[src/hw/rtl/tsrh_pkg.sv]
// Shared types, constants and helper functions for the tapped shift register.
`default_nettype none

package tsrh_pkg;

    // Default sizes for the top-level parameters
    localparam int NUM_STAGES_DEF   = 16;
    localparam int NUM_TAPS_DEF     = 8;
    localparam int SAMPLE_WIDTH_DEF = 16;

    // Fixed field widths
    localparam int MAX_TAPS   = 8;
    localparam int TAP_IDX_W  = 3;
    localparam int CFG_IDX_W  = 3;
    localparam int CFG_DATA_W = 64;
    localparam int SPAN_W     = 8;
    localparam int STAGE_SEL_W = 4;
    localparam int MIX_W      = 9;
    localparam int DIV_W      = 8;
    localparam int CHANCE_W   = 7;
    localparam int TICK_W     = 16;

    // Feedback mix in Q1.8
    localparam int MIX_ONE   = 256;
    localparam int MIX_SHIFT = 8;

    // Random holds: percentage scale and LFSR seed
    localparam int                HOLD_SCALE = 100;
    localparam logic [TICK_W-1:0] LFSR_SEED  = 16'hACE1;

    // Remainder lanes retire this many dividend bits per cycle
    localparam int REM_BITS_PER_STEP = 4;

    // Reset values of the configuration registers
    localparam logic [SPAN_W-1:0]         SPAN_RST         = 8'd1;
    localparam logic [STAGE_SEL_W-1:0]    FEED_OUT_RST     = 4'd7;
    localparam logic [MAX_TAPS*DIV_W-1:0] TAP_DIVIDERS_RST = 64'h0101_0101_0101_0101;

    // Configuration register indexes
    typedef enum logic [CFG_IDX_W-1:0] {
        CFG_SPAN,
        CFG_SPAN_MODE,
        CFG_HOLD_MODE,
        CFG_FEED_IN,
        CFG_FEED_OUT,
        CFG_FEED_MIX,
        CFG_TAP_DIVIDERS,
        CFG_HOLD_CHANCES
    } cfg_reg_t;

    // Sequencer states
    typedef enum logic [2:0] {
        ST_IDLE,
        ST_FEED,
        ST_MIX,
        ST_WRITE,
        ST_TAP_RD,
        ST_TAP_OUT
    } tsrh_state_t;

    // Command from the sequencer to the hold unit
    typedef struct packed {
        logic start;
        logic random;
    } hold_ctl_t;

    // One step of the 16-bit Fibonacci LFSR, shifting right
    function automatic logic [TICK_W-1:0] lfsr_next(input logic [TICK_W-1:0] r);
        logic b;
        b = r[0] ^ r[2] ^ r[3] ^ r[5];
        return {b, r[TICK_W-1:1]};
    endfunction

    // Reduce an 8-bit value modulo n (1..256) by restoring subtraction
    function automatic logic [8:0] reduce_mod(input logic [7:0] x, input logic [8:0] n);
        logic [16:0] r;
        logic [16:0] nk;
        r = {9'd0, x};
        for (int k = 7; k >= 0; k--)
        begin
            nk = {8'd0, n} << k;
            if (r >= nk)
            begin
                r = r - nk;
            end
        end
        return r[8:0];
    endfunction

endpackage

`default_nettype wire

[src/hw/rtl/tapped_shift_register_with_holds.sv]
// Top level: stage chain in RAM, feedback mix, tap sequencing and config registers.
//
// Channel   Direction  Handshake              Payload
// input     in         in_valid / in_ready    sample_in
// output    out        out_valid / out_ready  tap_index, tap_value, tap_held, last_tap
// config    in         cfg_valid / cfg_ready  cfg_index, cfg_data
//
// When the output side is ready, a sample passes through the feedback
// read-modify-write on the stage RAM (states IDLE, FEED, MIX and WRITE),
// a wait for the hold lanes, one tap read, then one tap transfer per cycle
// through the single RAM read port. Output stalls stretch the tap phase.
// Reset clears the stage valid bits, so the chain reads as zero without a
// clearing pass. in_ready drops for one cycle after each config write and
// for the first cycle after reset.
`default_nettype none

module tapped_shift_register_with_holds
    import tsrh_pkg::*;
#(
    parameter int NUM_STAGES   = NUM_STAGES_DEF,
    parameter int NUM_TAPS     = NUM_TAPS_DEF,
    parameter int SAMPLE_WIDTH = SAMPLE_WIDTH_DEF
) (
    input  wire logic                           clk,
    input  wire logic                           rst_n,

    input  wire logic                           in_valid,
    output logic                                in_ready,
    input  wire logic signed [SAMPLE_WIDTH-1:0] sample_in,

    output logic                                out_valid,
    input  wire logic                           out_ready,
    output logic             [TAP_IDX_W-1:0]    tap_index,
    output logic signed      [SAMPLE_WIDTH-1:0] tap_value,
    output logic                                tap_held,
    output logic                                last_tap,

    input  wire logic                           cfg_valid,
    output logic                                cfg_ready,
    input  wire logic        [CFG_IDX_W-1:0]    cfg_index,
    input  wire logic        [CFG_DATA_W-1:0]   cfg_data
);

    localparam int              W     = SAMPLE_WIDTH;
    localparam int              AW    = $clog2(NUM_STAGES);
    localparam int              TW    = (NUM_TAPS > 1) ? $clog2(NUM_TAPS) : 1;
    localparam logic [8:0]      N9    = 9'(NUM_STAGES);
    localparam logic [AW:0]     N_EXT = (AW+1)'(NUM_STAGES);
    localparam logic [AW-1:0]   LAST_STAGE = AW'(NUM_STAGES - 1);

    // Configuration registers
    logic [SPAN_W-1:0]            span_reg;
    logic                         span_mode_reg;
    logic                         hold_mode_reg;
    logic [STAGE_SEL_W-1:0]       feed_in_reg;
    logic [STAGE_SEL_W-1:0]       feed_out_reg;
    logic [MIX_W-1:0]             feed_mix_reg;
    logic [MAX_TAPS*DIV_W-1:0]    tap_dividers_reg;
    logic [MAX_TAPS*CHANCE_W-1:0] hold_chances_reg;
    logic                         cfg_settle_reg;

    // Config values reduced modulo the chain length
    logic [8:0]    span_mod;
    logic [8:0]    fi_mod;
    logic [8:0]    fo_mod;
    logic [AW-1:0] span_red_reg;
    logic [AW-1:0] fi_red_reg;
    logic [AW-1:0] fo_red_reg;

    // Sequencer and chain state
    tsrh_state_t           state_reg;
    tsrh_state_t           state_next;
    logic [AW-1:0]         wp_reg;
    logic [AW-1:0]         wp_inc;
    logic [NUM_STAGES-1:0] valid_reg;
    logic                  rd_valid_reg;
    logic [TICK_W-1:0]     tick_reg;
    logic [TW-1:0]         tap_idx_reg;
    logic [W-1:0]          tap_vals_reg [NUM_TAPS];

    // Datapath registers
    logic signed [W-1:0]  sample_reg;
    logic signed [W-1:0]  fb_reg;
    logic signed [W+9:0]  prod_old_reg;
    logic signed [W+9:0]  prod_fb_reg;
    logic [AW-1:0]        fi_addr_reg;
    logic                 fi_zero_reg;
    logic [AW-1:0]        loc_reg;

    // Output register
    logic                  out_valid_reg;
    logic [TAP_IDX_W-1:0]  out_idx_reg;
    logic [W-1:0]          out_value_reg;
    logic                  out_held_reg;
    logic                  out_last_reg;

    // RAM port
    logic          ram_wr_en;
    logic [AW-1:0] ram_wr_addr;
    logic [W-1:0]  ram_wr_data;
    logic          ram_rd_en;
    logic [AW-1:0] ram_rd_addr;
    logic [W-1:0]  ram_rd_data;

    // Hold unit
    hold_ctl_t             hold_ctl;
    logic [NUM_TAPS-1:0]   held_vec;
    logic                  hold_done;

    // Sequencer strobes
    logic take_item;
    logic fb_cap;
    logic mix_cap;
    logic taps_init;
    logic tap_load;

    // Combinational helpers
    logic signed [W-1:0]  stage_rd;
    logic signed [W-1:0]  old_val;
    logic [MIX_W-1:0]     mix_sat;
    logic [MIX_W-1:0]     mix_inv;
    logic signed [W+10:0] mix_sum;
    logic signed [W+10:0] mix_shift;
    logic [AW-1:0]        loc_start;
    logic [AW-1:0]        loc_step;
    logic [AW:0]          loc_sum;
    logic [AW-1:0]        loc_next;
    logic                 tap_last;
    logic                 tap_is_held;
    logic                 out_free;

    // Physical entry holding stage k when stage 0 sits at base
    function automatic logic [AW-1:0] stage_addr(input logic [AW-1:0] base,
                                                 input logic [AW-1:0] k);
        logic [AW:0] sum;
        if (base >= k)
        begin
            sum = {1'b0, base} - {1'b0, k};
        end
        else
        begin
            sum = {1'b0, base} + N_EXT - {1'b0, k};
        end
        return sum[AW-1:0];
    endfunction

    tsrh_ram #(
        .WIDTH (W),
        .DEPTH (NUM_STAGES)
    ) u_stage_ram (
        .clk     (clk),
        .wr_en   (ram_wr_en),
        .wr_addr (ram_wr_addr),
        .wr_data (ram_wr_data),
        .rd_en   (ram_rd_en),
        .rd_addr (ram_rd_addr),
        .rd_data (ram_rd_data)
    );

    tsrh_hold #(
        .NUM_TAPS (NUM_TAPS)
    ) u_hold (
        .clk      (clk),
        .rst_n    (rst_n),
        .ctl      (hold_ctl),
        .tick     (tick_reg),
        .dividers (tap_dividers_reg),
        .chances  (hold_chances_reg),
        .held     (held_vec),
        .done     (hold_done)
    );

    // Reduce config selectors to stage numbers
    assign span_mod = reduce_mod(span_reg, N9);
    assign fi_mod   = reduce_mod({4'd0, feed_in_reg}, N9);
    assign fo_mod   = reduce_mod({4'd0, feed_out_reg}, N9);

    always_ff @(posedge clk)
    begin
        span_red_reg <= span_mod[AW-1:0];
        fi_red_reg   <= fi_mod[AW-1:0];
        fo_red_reg   <= fo_mod[AW-1:0];
    end

    // Configuration writes
    assign cfg_ready = 1'b1;

    always_ff @(posedge clk or negedge rst_n)
    begin
        if (!rst_n)
        begin
            span_reg         <= SPAN_RST;
            span_mode_reg    <= 1'b0;
            hold_mode_reg    <= 1'b0;
            feed_in_reg      <= '0;
            feed_out_reg     <= FEED_OUT_RST;
            feed_mix_reg     <= '0;
            tap_dividers_reg <= TAP_DIVIDERS_RST;
            hold_chances_reg <= '0;
            cfg_settle_reg   <= 1'b1;
        end
        else
        begin
            cfg_settle_reg <= cfg_valid;
            if (cfg_valid)
            begin
                unique case (cfg_reg_t'(cfg_index))
                    CFG_SPAN:         span_reg         <= cfg_data[SPAN_W-1:0];
                    CFG_SPAN_MODE:    span_mode_reg    <= cfg_data[0];
                    CFG_HOLD_MODE:    hold_mode_reg    <= cfg_data[0];
                    CFG_FEED_IN:      feed_in_reg      <= cfg_data[STAGE_SEL_W-1:0];
                    CFG_FEED_OUT:     feed_out_reg     <= cfg_data[STAGE_SEL_W-1:0];
                    CFG_FEED_MIX:     feed_mix_reg     <= cfg_data[MIX_W-1:0];
                    CFG_TAP_DIVIDERS: tap_dividers_reg <= cfg_data;
                    CFG_HOLD_CHANCES: hold_chances_reg <= cfg_data[MAX_TAPS*CHANCE_W-1:0];
                    default:          span_reg         <= span_reg;
                endcase
            end
        end
    end

    // Datapath helpers
    assign wp_inc   = (wp_reg == LAST_STAGE) ? '0 : wp_reg + 1'b1;
    assign stage_rd = rd_valid_reg ? $signed(ram_rd_data) : '0;
    assign old_val  = fi_zero_reg ? sample_reg : stage_rd;
    assign mix_sat  = (feed_mix_reg > MIX_W'(MIX_ONE)) ? MIX_W'(MIX_ONE) : feed_mix_reg;
    assign mix_inv  = MIX_W'(MIX_ONE) - mix_sat;
    assign mix_sum  = (W+11)'(prod_old_reg) + (W+11)'(prod_fb_reg);
    assign mix_shift = mix_sum >>> MIX_SHIFT;

    assign loc_start = span_mode_reg ?
                       ((span_red_reg == '0) ? LAST_STAGE : span_red_reg - 1'b1) : '0;
    assign loc_step  = span_mode_reg ? AW'(1) : span_red_reg;
    assign loc_sum   = {1'b0, loc_reg} + {1'b0, loc_step};
    assign loc_next  = (loc_sum >= N_EXT) ? AW'(loc_sum - N_EXT) : loc_sum[AW-1:0];

    assign tap_last    = (tap_idx_reg == TW'(NUM_TAPS - 1));
    assign tap_is_held = held_vec[tap_idx_reg];
    assign out_free    = !out_valid_reg || out_ready;

    // Next state, RAM accesses and strobes
    always_comb
    begin
        state_next  = state_reg;
        in_ready    = 1'b0;
        ram_wr_en   = 1'b0;
        ram_wr_addr = wp_inc;
        ram_wr_data = sample_reg;
        ram_rd_en   = 1'b0;
        ram_rd_addr = stage_addr(wp_reg, fo_red_reg);
        take_item   = 1'b0;
        fb_cap      = 1'b0;
        mix_cap     = 1'b0;
        taps_init   = 1'b0;
        tap_load    = 1'b0;
        hold_ctl    = '{start: 1'b0, random: hold_mode_reg};

        unique case (state_reg)
            ST_IDLE:
            begin
                // Take a sample and fetch the feedback source
                in_ready = !cfg_settle_reg;
                if (in_valid && !cfg_settle_reg)
                begin
                    take_item      = 1'b1;
                    ram_rd_en      = 1'b1;
                    hold_ctl.start = 1'b1;
                    state_next     = ST_FEED;
                end
            end
            ST_FEED:
            begin
                // Shift by writing the sample at the new head; fetch the target
                fb_cap      = 1'b1;
                ram_wr_en   = 1'b1;
                ram_rd_en   = 1'b1;
                ram_rd_addr = stage_addr(wp_inc, fi_red_reg);
                state_next  = ST_MIX;
            end
            ST_MIX:
            begin
                mix_cap    = 1'b1;
                state_next = ST_WRITE;
            end
            ST_WRITE:
            begin
                // Write back the mixed target stage
                ram_wr_en   = 1'b1;
                ram_wr_addr = fi_addr_reg;
                ram_wr_data = mix_shift[W-1:0];
                taps_init   = 1'b1;
                state_next  = ST_TAP_RD;
            end
            ST_TAP_RD:
            begin
                ram_rd_addr = stage_addr(wp_reg, loc_reg);
                if (hold_done)
                begin
                    ram_rd_en  = 1'b1;
                    state_next = ST_TAP_OUT;
                end
            end
            ST_TAP_OUT:
            begin
                // Transfer one tap and prefetch the next
                ram_rd_addr = stage_addr(wp_reg, loc_next);
                if (out_free)
                begin
                    tap_load = 1'b1;
                    if (tap_last)
                    begin
                        state_next = ST_IDLE;
                    end
                    else
                    begin
                        ram_rd_en = 1'b1;
                    end
                end
            end
            default:
            begin
                state_next = ST_IDLE;
            end
        endcase
    end

    // Control state
    always_ff @(posedge clk or negedge rst_n)
    begin
        if (!rst_n)
        begin
            state_reg     <= ST_IDLE;
            wp_reg        <= '0;
            valid_reg     <= '0;
            rd_valid_reg  <= 1'b0;
            tick_reg      <= '0;
            tap_idx_reg   <= '0;
            out_valid_reg <= 1'b0;
            for (int t = 0; t < NUM_TAPS; t++)
            begin
                tap_vals_reg[t] <= '0;
            end
        end
        else
        begin
            state_reg <= state_next;
            if (ram_wr_en)
            begin
                valid_reg[ram_wr_addr] <= 1'b1;
            end
            if (ram_rd_en)
            begin
                rd_valid_reg <= valid_reg[ram_rd_addr];
            end
            if (fb_cap)
            begin
                wp_reg <= wp_inc;
            end
            if (taps_init)
            begin
                tap_idx_reg <= '0;
            end
            if (tap_load)
            begin
                if (!tap_is_held)
                begin
                    tap_vals_reg[tap_idx_reg] <= stage_rd;
                end
                if (tap_last)
                begin
                    tick_reg <= tick_reg + 1'b1;
                end
                else
                begin
                    tap_idx_reg <= tap_idx_reg + 1'b1;
                end
            end
            if (tap_load)
            begin
                out_valid_reg <= 1'b1;
            end
            else if (out_ready)
            begin
                out_valid_reg <= 1'b0;
            end
        end
    end

    // Payload registers
    always_ff @(posedge clk)
    begin
        if (take_item)
        begin
            sample_reg <= sample_in;
        end
        if (fb_cap)
        begin
            fb_reg      <= stage_rd;
            fi_addr_reg <= stage_addr(wp_inc, fi_red_reg);
            fi_zero_reg <= (fi_red_reg == '0);
        end
        if (mix_cap)
        begin
            prod_old_reg <= old_val * $signed({1'b0, mix_inv});
            prod_fb_reg  <= fb_reg * $signed({1'b0, mix_sat});
        end
        if (taps_init)
        begin
            loc_reg <= loc_start;
        end
        else if (tap_load)
        begin
            loc_reg <= loc_next;
        end
        if (tap_load)
        begin
            out_idx_reg   <= TAP_IDX_W'(tap_idx_reg);
            out_value_reg <= tap_is_held ? tap_vals_reg[tap_idx_reg] : stage_rd;
            out_held_reg  <= tap_is_held;
            out_last_reg  <= tap_last;
        end
    end

    assign out_valid = out_valid_reg;
    assign tap_index = out_idx_reg;
    assign tap_value = $signed(out_value_reg);
    assign tap_held  = out_held_reg;
    assign last_tap  = out_last_reg;

endmodule

`default_nettype wire

[src/hw/rtl/tsrh_ram.sv]
// Generic single-write, single-read RAM with registered read data.
`default_nettype none

module tsrh_ram #(
    parameter  int WIDTH = 16,
    parameter  int DEPTH = 16,
    localparam int AW    = $clog2(DEPTH)
) (
    input  wire logic             clk,
    input  wire logic             wr_en,
    input  wire logic [AW-1:0]    wr_addr,
    input  wire logic [WIDTH-1:0] wr_data,
    input  wire logic             rd_en,
    input  wire logic [AW-1:0]    rd_addr,
    output logic      [WIDTH-1:0] rd_data
);

    logic [WIDTH-1:0] mem [DEPTH];

    // Write, then register the read word
    always_ff @(posedge clk)
    begin
        if (wr_en)
        begin
            mem[wr_addr] <= wr_data;
        end
        if (rd_en)
        begin
            rd_data <= mem[rd_addr];
        end
    end

endmodule

`default_nettype wire

[src/hw/rtl/tsrh_hold.sv]
// Per-tap hold decision: remainder lanes for dividers and random draws.
`default_nettype none

module tsrh_hold
    import tsrh_pkg::*;
#(
    parameter int NUM_TAPS = NUM_TAPS_DEF
) (
    input  wire logic                         clk,
    input  wire logic                         rst_n,
    input  wire hold_ctl_t                    ctl,
    input  wire logic [TICK_W-1:0]            tick,
    input  wire logic [MAX_TAPS*DIV_W-1:0]    dividers,
    input  wire logic [MAX_TAPS*CHANCE_W-1:0] chances,
    output logic      [NUM_TAPS-1:0]          held,
    output logic                              done
);

    localparam int STEPS  = TICK_W / REM_BITS_PER_STEP;
    localparam int STEP_W = $clog2(STEPS);

    logic [TICK_W-1:0] rw_reg;
    logic [TICK_W-1:0] words [NUM_TAPS];
    logic              busy_reg;
    logic              done_reg;
    logic              random_reg;
    logic [STEP_W-1:0] step_reg;

    // Retire REM_BITS_PER_STEP dividend bits of one lane
    function automatic logic [DIV_W+TICK_W-1:0] rem_step(
        input logic [DIV_W-1:0]  rem,
        input logic [TICK_W-1:0] num,
        input logic [DIV_W-1:0]  den
    );
        logic [DIV_W:0]    r;
        logic [DIV_W-1:0]  rm;
        logic [TICK_W-1:0] nm;
        rm = rem;
        nm = num;
        for (int j = 0; j < REM_BITS_PER_STEP; j++)
        begin
            r  = {rm, nm[TICK_W-1]};
            nm = {nm[TICK_W-2:0], 1'b0};
            if (r >= {1'b0, den})
            begin
                r = r - {1'b0, den};
            end
            rm = r[DIV_W-1:0];
        end
        return {rm, nm};
    endfunction

    // Draw one LFSR word per tap, in tap order
    always_comb
    begin
        words[0] = lfsr_next(rw_reg);
        for (int t = 1; t < NUM_TAPS; t++)
        begin
            words[t] = lfsr_next(words[t-1]);
        end
    end

    // Sequence the lanes and advance the random word
    always_ff @(posedge clk or negedge rst_n)
    begin
        if (!rst_n)
        begin
            rw_reg     <= LFSR_SEED;
            busy_reg   <= 1'b0;
            done_reg   <= 1'b0;
            random_reg <= 1'b0;
            step_reg   <= '0;
        end
        else if (ctl.start)
        begin
            busy_reg   <= 1'b1;
            done_reg   <= 1'b0;
            random_reg <= ctl.random;
            step_reg   <= '0;
            if (ctl.random)
            begin
                rw_reg <= words[NUM_TAPS-1];
            end
        end
        else if (busy_reg)
        begin
            step_reg <= step_reg + 1'b1;
            if (step_reg == STEP_W'(STEPS - 1))
            begin
                busy_reg <= 1'b0;
                done_reg <= 1'b1;
            end
        end
    end

    assign done = done_reg;

    // One remainder lane per tap
    for (genvar t = 0; t < NUM_TAPS; t++)
    begin : g_lane
        logic [TICK_W-1:0]       num_reg;
        logic [DIV_W-1:0]        den_reg;
        logic [DIV_W-1:0]        rem_reg;
        logic [DIV_W-1:0]        div_t;
        logic [CHANCE_W-1:0]     chance_t;
        logic [DIV_W+TICK_W-1:0] stepped;

        assign div_t    = dividers[t*DIV_W +: DIV_W];
        assign chance_t = chances[t*CHANCE_W +: CHANCE_W];
        assign stepped  = rem_step(rem_reg, num_reg, den_reg);

        // Load the dividend and divisor, then divide
        always_ff @(posedge clk)
        begin
            if (ctl.start)
            begin
                rem_reg <= '0;
                if (ctl.random)
                begin
                    num_reg <= words[t];
                    den_reg <= DIV_W'(HOLD_SCALE);
                end
                else
                begin
                    num_reg <= tick;
                    den_reg <= (div_t == '0) ? DIV_W'(1) : div_t;
                end
            end
            else if (busy_reg)
            begin
                rem_reg <= stepped[DIV_W+TICK_W-1:TICK_W];
                num_reg <= stepped[TICK_W-1:0];
            end
        end

        // Hold on a nonzero phase, or on a draw below the chance
        assign held[t] = random_reg ? (rem_reg < {1'b0, chance_t}) : (rem_reg != '0);
    end

endmodule

`default_nettype wire

[config.mk]
export PLATFORM = sky130hd
export DESIGN_NAME = tapped_shift_register_with_holds
export DESIGN_NICKNAME = d
export VERILOG_FILES = /design/src/hw/rtl/tsrh_pkg.sv /design/src/hw/rtl/tapped_shift_register_with_holds.sv /design/src/hw/rtl/tsrh_ram.sv /design/src/hw/rtl/tsrh_hold.sv
export SDC_FILE = /design/constraint.sdc
export NUM_CORES = 2
export LEC_CHECK = 0
export BUFFER_PORTS_ARGS = -buffer_cell sky130_fd_sc_hd__buf_2
export CORE_MARGIN = 1
export CORE_UTILIZATION = 60
export CTS_BUF_LIST = sky130_fd_sc_hd__clkbuf_4
export CTS_CLUSTER_SIZE = 16
export DETAILED_ROUTE_END_ITERATION = 7
export HOLD_SLACK_MARGIN = 0.08
export PLACE_DENSITY_LB_ADDON = 0.25
export SYNTH_ARGS = -nofsm -noshare
export SYNTH_HDL_FRONTEND = slang
export SYNTH_HIERARCHICAL = 1
export SYNTH_SLANG_ARGS = --single-unit
[constraint.sdc]
create_clock -name clk -period 12.1 [get_ports clk]
set_clock_uncertainty 0.05 [all_clocks]
set_input_delay 1.21 -clock clk [delete_from_list [all_inputs] [get_ports clk]]
set_output_delay 1.21 -clock clk [all_outputs]
set_load 0.005 [all_outputs]
# Yosys cells after proc, flatten, opt, wreduce, memory -nomap -nowiden
# Memories as Yosys holds them, arrays and structs flattened. A register that Yosys moved wholly into a read port is not among the register bits.
# Cells that the tools add are included.
# Widths: inputs -> output; s select.
[op_classes] order_cmp=56 addsub=55 bitwise_logic=27 n_mux=139 n_reduce_logical=52 eq_ne=19 multipliers=2
[op_table] cell="$mux 16" count=31
[op_table] cell="$ge 9x8->1" count=32
[op_table] cell="$mux 8" count=32
[op_table] cell="$sub 8x8->8" count=32
[op_table] cell="$bwmux 128" count=1
[op_table] cell="$logic_not 8->1" count=8
[op_table] cell="$lt 8x7->1" count=8
[op_table] cell="$reduce_bool 8->1" count=8
[op_table] cell="$mux 7" count=8
[op_table] cell="$mux 4" count=13
[op_table] cell="$mux 17" count=3
[op_table] cell="$bmux 16 s3" count=1
[op_table] cell="$demux 16 s3" count=1
[op_table] cell="$mul 16x10->24" count=2
[op_table] cell="$mux 1" count=33
[op_table] cell="$sub 4x4->4" count=8
[op_table] cell="$add 24x24->24" count=1
[op_table] cell="$reduce_and 2->1" count=12
[op_table] cell="$xor 1x1->1" count=24
[op_table] cell="$eq 3x3->1 const B" count=7
[op_table] cell="$mux 3" count=7
[op_table] cell="$pmux 3 s6" count=1
[op_table] cell="$reduce_or 2->1" count=9
[op_table] cell="$ge 17x5->1 const B" count=1
[op_table] cell="44 further kinds" count=67
[totals] mem_bits_rw=256 elab_cells=426 out_inout_bits=24 reg_bits=719 in_bits=88 mem_count=1
[mem_list] name="u_stage_ram.mem" depth=16 word_bits=16 rd=1 rd_clocked_by_memory_dff=1 wr=1 line_no="tsrh_ram.sv:18" rtl="logic [WIDTH-1:0] mem [DEPTH];"

# Depth between registers and ports, before layout
[depth] word_depth=9 mapped_depth=38 ltp_nobuf=36

# Cells and area by module
# Netlist, hierarchy kept.
[by_module_without_submodules] mod="tapped_shift_register_with_holds" seq_area_each_um2=11467.2 cells_each=2732 area_per_inst_um2=28594.9 n_inst=1
[by_module_without_submodules] mod="tsrh_hold" seq_area_each_um2=7582.3 cells_each=3016 area_per_inst_um2=26507.9 n_inst=1
[by_module_without_submodules] mod="tsrh_ram" seq_area_each_um2=8167.8 cells_each=432 area_per_inst_um2=10202.3 n_inst=1

# Least setup slack after synthesis
# No wires, ideal clock.
[synth_timing] kind="input -> register" from="input in_valid" to="register u_hold.g_lane[0].num_reg[0], enable pin" setup_slack_ns=-1.919 t_required_ns=11.558 t_arrival_ns=13.477 path_buffers=3 cell_stages=7 setup_time_ns=0.492 path_cell_list="nor2b_1 nor4b_1 clkbuf_1 inv_1 clkbuf_1 clkbuf_1 nand2_1"
[synth_via] elab_chain_cells=4
[synth_rtl] element="from (decl)" line_no="tapped_shift_register_with_holds.sv:27" rtl="input wire logic in_valid,"
[synth_rtl] element="$logic_and 1x1->1" line_no="tapped_shift_register_with_holds.sv:263" rtl="if (in_valid && !cfg_settle_reg)"
[synth_rtl] element="$mux 1 (2 in a row)"
[synth_rtl] element="named net take_item" line_no="tapped_shift_register_with_holds.sv:111" rtl="logic take_item;"
[synth_rtl] element="$reduce_bool 2->1 (no line)"
[synth_rtl] element="to (signal assigned)" line_no="tsrh_hold.sv:120" rtl="num_reg <= words[t];"
[synth_rtl] element="to (signal assigned)" line_no="tsrh_hold.sv:125" rtl="num_reg <= tick;"
[synth_rtl] element="to (signal assigned)" line_no="tsrh_hold.sv:132" rtl="num_reg <= stepped[TICK_W-1:0];"
[synth_rtl] element="to (decl)" line_no="tsrh_hold.sv:101" rtl="logic [TICK_W-1:0] num_reg;"
# The timed path passes the listed nets, and every way through them passes these cells.
# A chain may end at the register's enable or synchronous reset.

# Worst setup path after layout
[layout_timing] from="register u_hold.g_lane[5].den_reg[1]" to="register u_hold.g_lane[5].rem_reg[4]"
[layout_via] elab_chain_cells=8 word_cells_on_any_way=12
[layout_rtl] element="from (decl)" line_no="tsrh_hold.sv:102" rtl="logic [DIV_W-1:0] den_reg;"
[layout_rtl] element="from (signal assigned)" line_no="tsrh_hold.sv:121" rtl="den_reg <= DIV_W'(HOLD_SCALE);"
[layout_rtl] element="from (signal assigned)" line_no="tsrh_hold.sv:126" rtl="den_reg <= (div_t == '0) ? DIV_W'(1) : div_t;"
[layout_rtl] element="$sub 8x8->8 / $ge 9x8->1 (equally long branches)" line_no="tsrh_hold.sv:46, tsrh_hold.sv:44"
[layout_rtl] element="$mux 8" line_no="tsrh_hold.sv:44" rtl="if (r >= {1'b0, den})"
[layout_rtl] element="$sub 8x8->8 / $ge 9x8->1 (equally long branches)" line_no="tsrh_hold.sv:46, tsrh_hold.sv:44"
[layout_rtl] element="$mux 8" line_no="tsrh_hold.sv:44"
[layout_rtl] element="$sub 8x8->8 / $ge 9x8->1 (equally long branches)" line_no="tsrh_hold.sv:46, tsrh_hold.sv:44"
[layout_rtl] element="$mux 8" line_no="tsrh_hold.sv:44"
[layout_rtl] element="$sub 8x8->8 / $ge 9x8->1 (equally long branches)" line_no="tsrh_hold.sv:46, tsrh_hold.sv:44"
[layout_rtl] element="$mux 8 *" line_no="tsrh_hold.sv:44"
[layout_rtl] element="to (signal assigned)" line_no="tsrh_hold.sv:131" rtl="rem_reg <= stepped[DIV_W+TICK_W-1:TICK_W];"
[layout_rtl] element="to (decl)" line_no="tsrh_hold.sv:103" rtl="logic [DIV_W-1:0] rem_reg;"
# Mark *: on every way between the ends. The rest lies on a longest branch, timed or not.

==> reports/metrics.cfg <==
[clock_tree]
h-tree-depth=5
clk_pin_slew_ns=0.07
cts_root_buf=clkbuf_4
cts_resized=0
cts_made_buffers=282
holdBufCountCts=10
cts_tree=done
cts.sinks=987
post_cts_buffers=0
clock_latency_ns=1.23
clockBufferDepth=4

[logic_synthesis]
synth_edf_count=574
async_reset_ff_frac=0.341
avgSynthCellArea_um2=10.6
ys_seq_elements=987
netlist_area_mm2=0.0653
ys_seq_area_frac=0.417
synth_ff_type=edfxtp_1
ys_types=114
syn_nets=6979
syn_inst=6180
yosysWarnings=6

[timing]
fmax_ghz=0.104
hold_violations=0
finalSetupTns_ns=0
tightest_slew_ns=1.15
min_period_ns=9.58
slew_headroom=0.231
rsz0062_at_grt=false
final_max_slew_viol_count=0
finalSetupViolations=0
post-route-period-util=0.792

[floorplan]
io_pins=112
die_area_mm2=0.110
start_util=0.607
coreArea_mm2=0.108
die-height_um=332
rows=120
die_w_um=332

[detailed_routing]
drc=0
avgRoutedWirePerCell_um=20.9
dr.pass1.iters=5
vias=48400
drt-initial-drc-count=3720
ant_nets=0
wirelength_um=168000
via_per_inst=6.03

[worst_setup_path]
slowest_delay_ns=0.63
crit_top_cell=ha_1
worstSetupPathType=flip-flop to flip-flop
worstPathArrival_ns=10.53
timing.rr.end=u_hold/g_lane[5].rem_reg[4]
end_kind=flip-flop
r2r.worst_path.cells=32
worstSetupEndpoint=u_hold/g_lane[5].rem_reg[4]
path_max_fanout=10
r2r-start=u_hold/g_lane[5].den_reg[1]
critPathLaunchType=flip-flop
ff2ff_setup_slack_ns=2.52
startpoint=u_hold/g_lane[5].den_reg[1]
required_ns=13.05
crit_slowest_cell=nor4_4

[grt]
grt_use_total=0.308
grt_pass1_vias=48600
grt_max_degree=154
grt_overflow_total=0
grt_pass1_wl_um=267000
grt_antenna_before_repair=7

[placed_design]
gp_congestion=0.948
place_area_mm2=0.0673
place_inst=7528
place_hpwl_um=119000
port_buffers=110

[cells_and_area]
fin_util=0.659
multi_input_comb_area_mm2=0.0350
largest_register_ffs=256
mostFrequentLayoutCells=nand2_1, edfxtp_1, inv_1
design_area_mm2=0.0708
stdcell_count=8024
final_common_cell=nand2_1
regArea_mm2=0.0272
area_growth_pct=8.41
layout-drive-gt1-share=0.160
n_fill_cell=8469
fin_nets=7218

[status]
status=complete, no violations

[job]
cap_violations=0

[worst_hold_path]
hold_class=input pin to flip-flop

-- per-stage QoR --
| stage | hold slack (ns) | setup WS (ns) |
|---|---|---|
| final | 0.148 | 2.52 |
| after global routing | 0.0934 | 1.73 |
| after CTS | 0.0832 | 2.61 |
| after detailed placement | 0.301 | 2.64 |
| after global placement | 0.300 | 2.71 |
| after floorplan | 0.292 | 2.11 |
-- synth_stat cells (all sizes together), types with 75 or more instances --
library cell | number | area share
nand2 | 585 | 0.034
edfxtp | 574 | 0.26
inv | 568 | 0.033
ha | 446 | 0.085
nor2 | 411 | 0.024
o21ai | 326 | 0.025
dfrtp | 316 | 0.12
fa | 265 | 0.081
a21oi | 249 | 0.019
mux2 | 249 | 0.043
clkbuf | 188 | 0.011
xnor2 | 166 | 0.022
nor2b | 130 | 0.012
nand3 | 107 | 0.0084
and2 | 103 | 0.0099
a22oi | 102 | 0.012
nor3 | 86 | 0.0067
a31oi | 80 | 0.0077
dfxtp | 76 | 0.023
nand4 | 75 | 0.0072
-- cell type report --
class / instances / share of cell area
Multi-Input combinational cell: 4378 / 0.495
Antenna cell: 9 / 0.000318
Clock inverter: 71 / 0.00403
Tap cell: 1403 / 0.0248
Inverter: 569 / 0.0302
Clock buffer: 406 / 0.0430
Sequential cell: 987 / 0.384
Timing Repair Buffer: 201 / 0.0183
-- per-layer routing --
layer	vias to the layer above	wire length (um)	share of wire	GRT usage
li1	22700	-	-	-
met1	23700	70100	0.42	0.405
met2	1658	80400	0.48	0.505
met3	381	10900	0.065	0.0531
met4	2	6390	0.038	0.131
met5	-	13	0.000077	0
-- kinds of logic after synthesis --
family	Yosys count	synth area share
AO/OA/AOI/OAI	1259	0.128
XOR/XNOR	239	0.0324
adder cells (fa/ha/maj)	711	0.167
buffers and inverters	815	0.0481
flip-flops	987	0.417
multiplexers	364	0.0737
other	1	0.0000574
AND/OR/NAND/NOR	1804	0.134
-- worst max-delay path: cells and delay by family, from the launching register on --
| family | cells | cell delay [ns] |
|---|---|---|
| buf+inv | 2 | 0.39 |
| mux | 3 | 1.19 |
| flops | 1 | 0.46 |
| simple gates | 8 | 2.31 |
| compound gates | 15 | 3.83 |
| fa+ha+maj | 4 | 1.19 |
-- worst min path at each step --
stage	slack, ns	cells after the start	endpoint	from
3_3_place_gp	0.30	0	fi_red_reg[1]	feed_in_reg[1]
2_1_floorplan	0.29	0	fi_red_reg[0]	feed_in_reg[0]
4_1_cts	0.08	1	sample_reg[12]	sample_in[12]
5_1_grt	0.09	1	sample_reg[12]	sample_in[12]
3_5_place_dp	0.30	0	span_red_reg[1]	span_reg[1]
6_report	0.15	1	sample_reg[6]	sample_in[6]
Power is not shown: default switching activity piles up to over one toggle a cycle in this logic, so the estimate is an artifact.
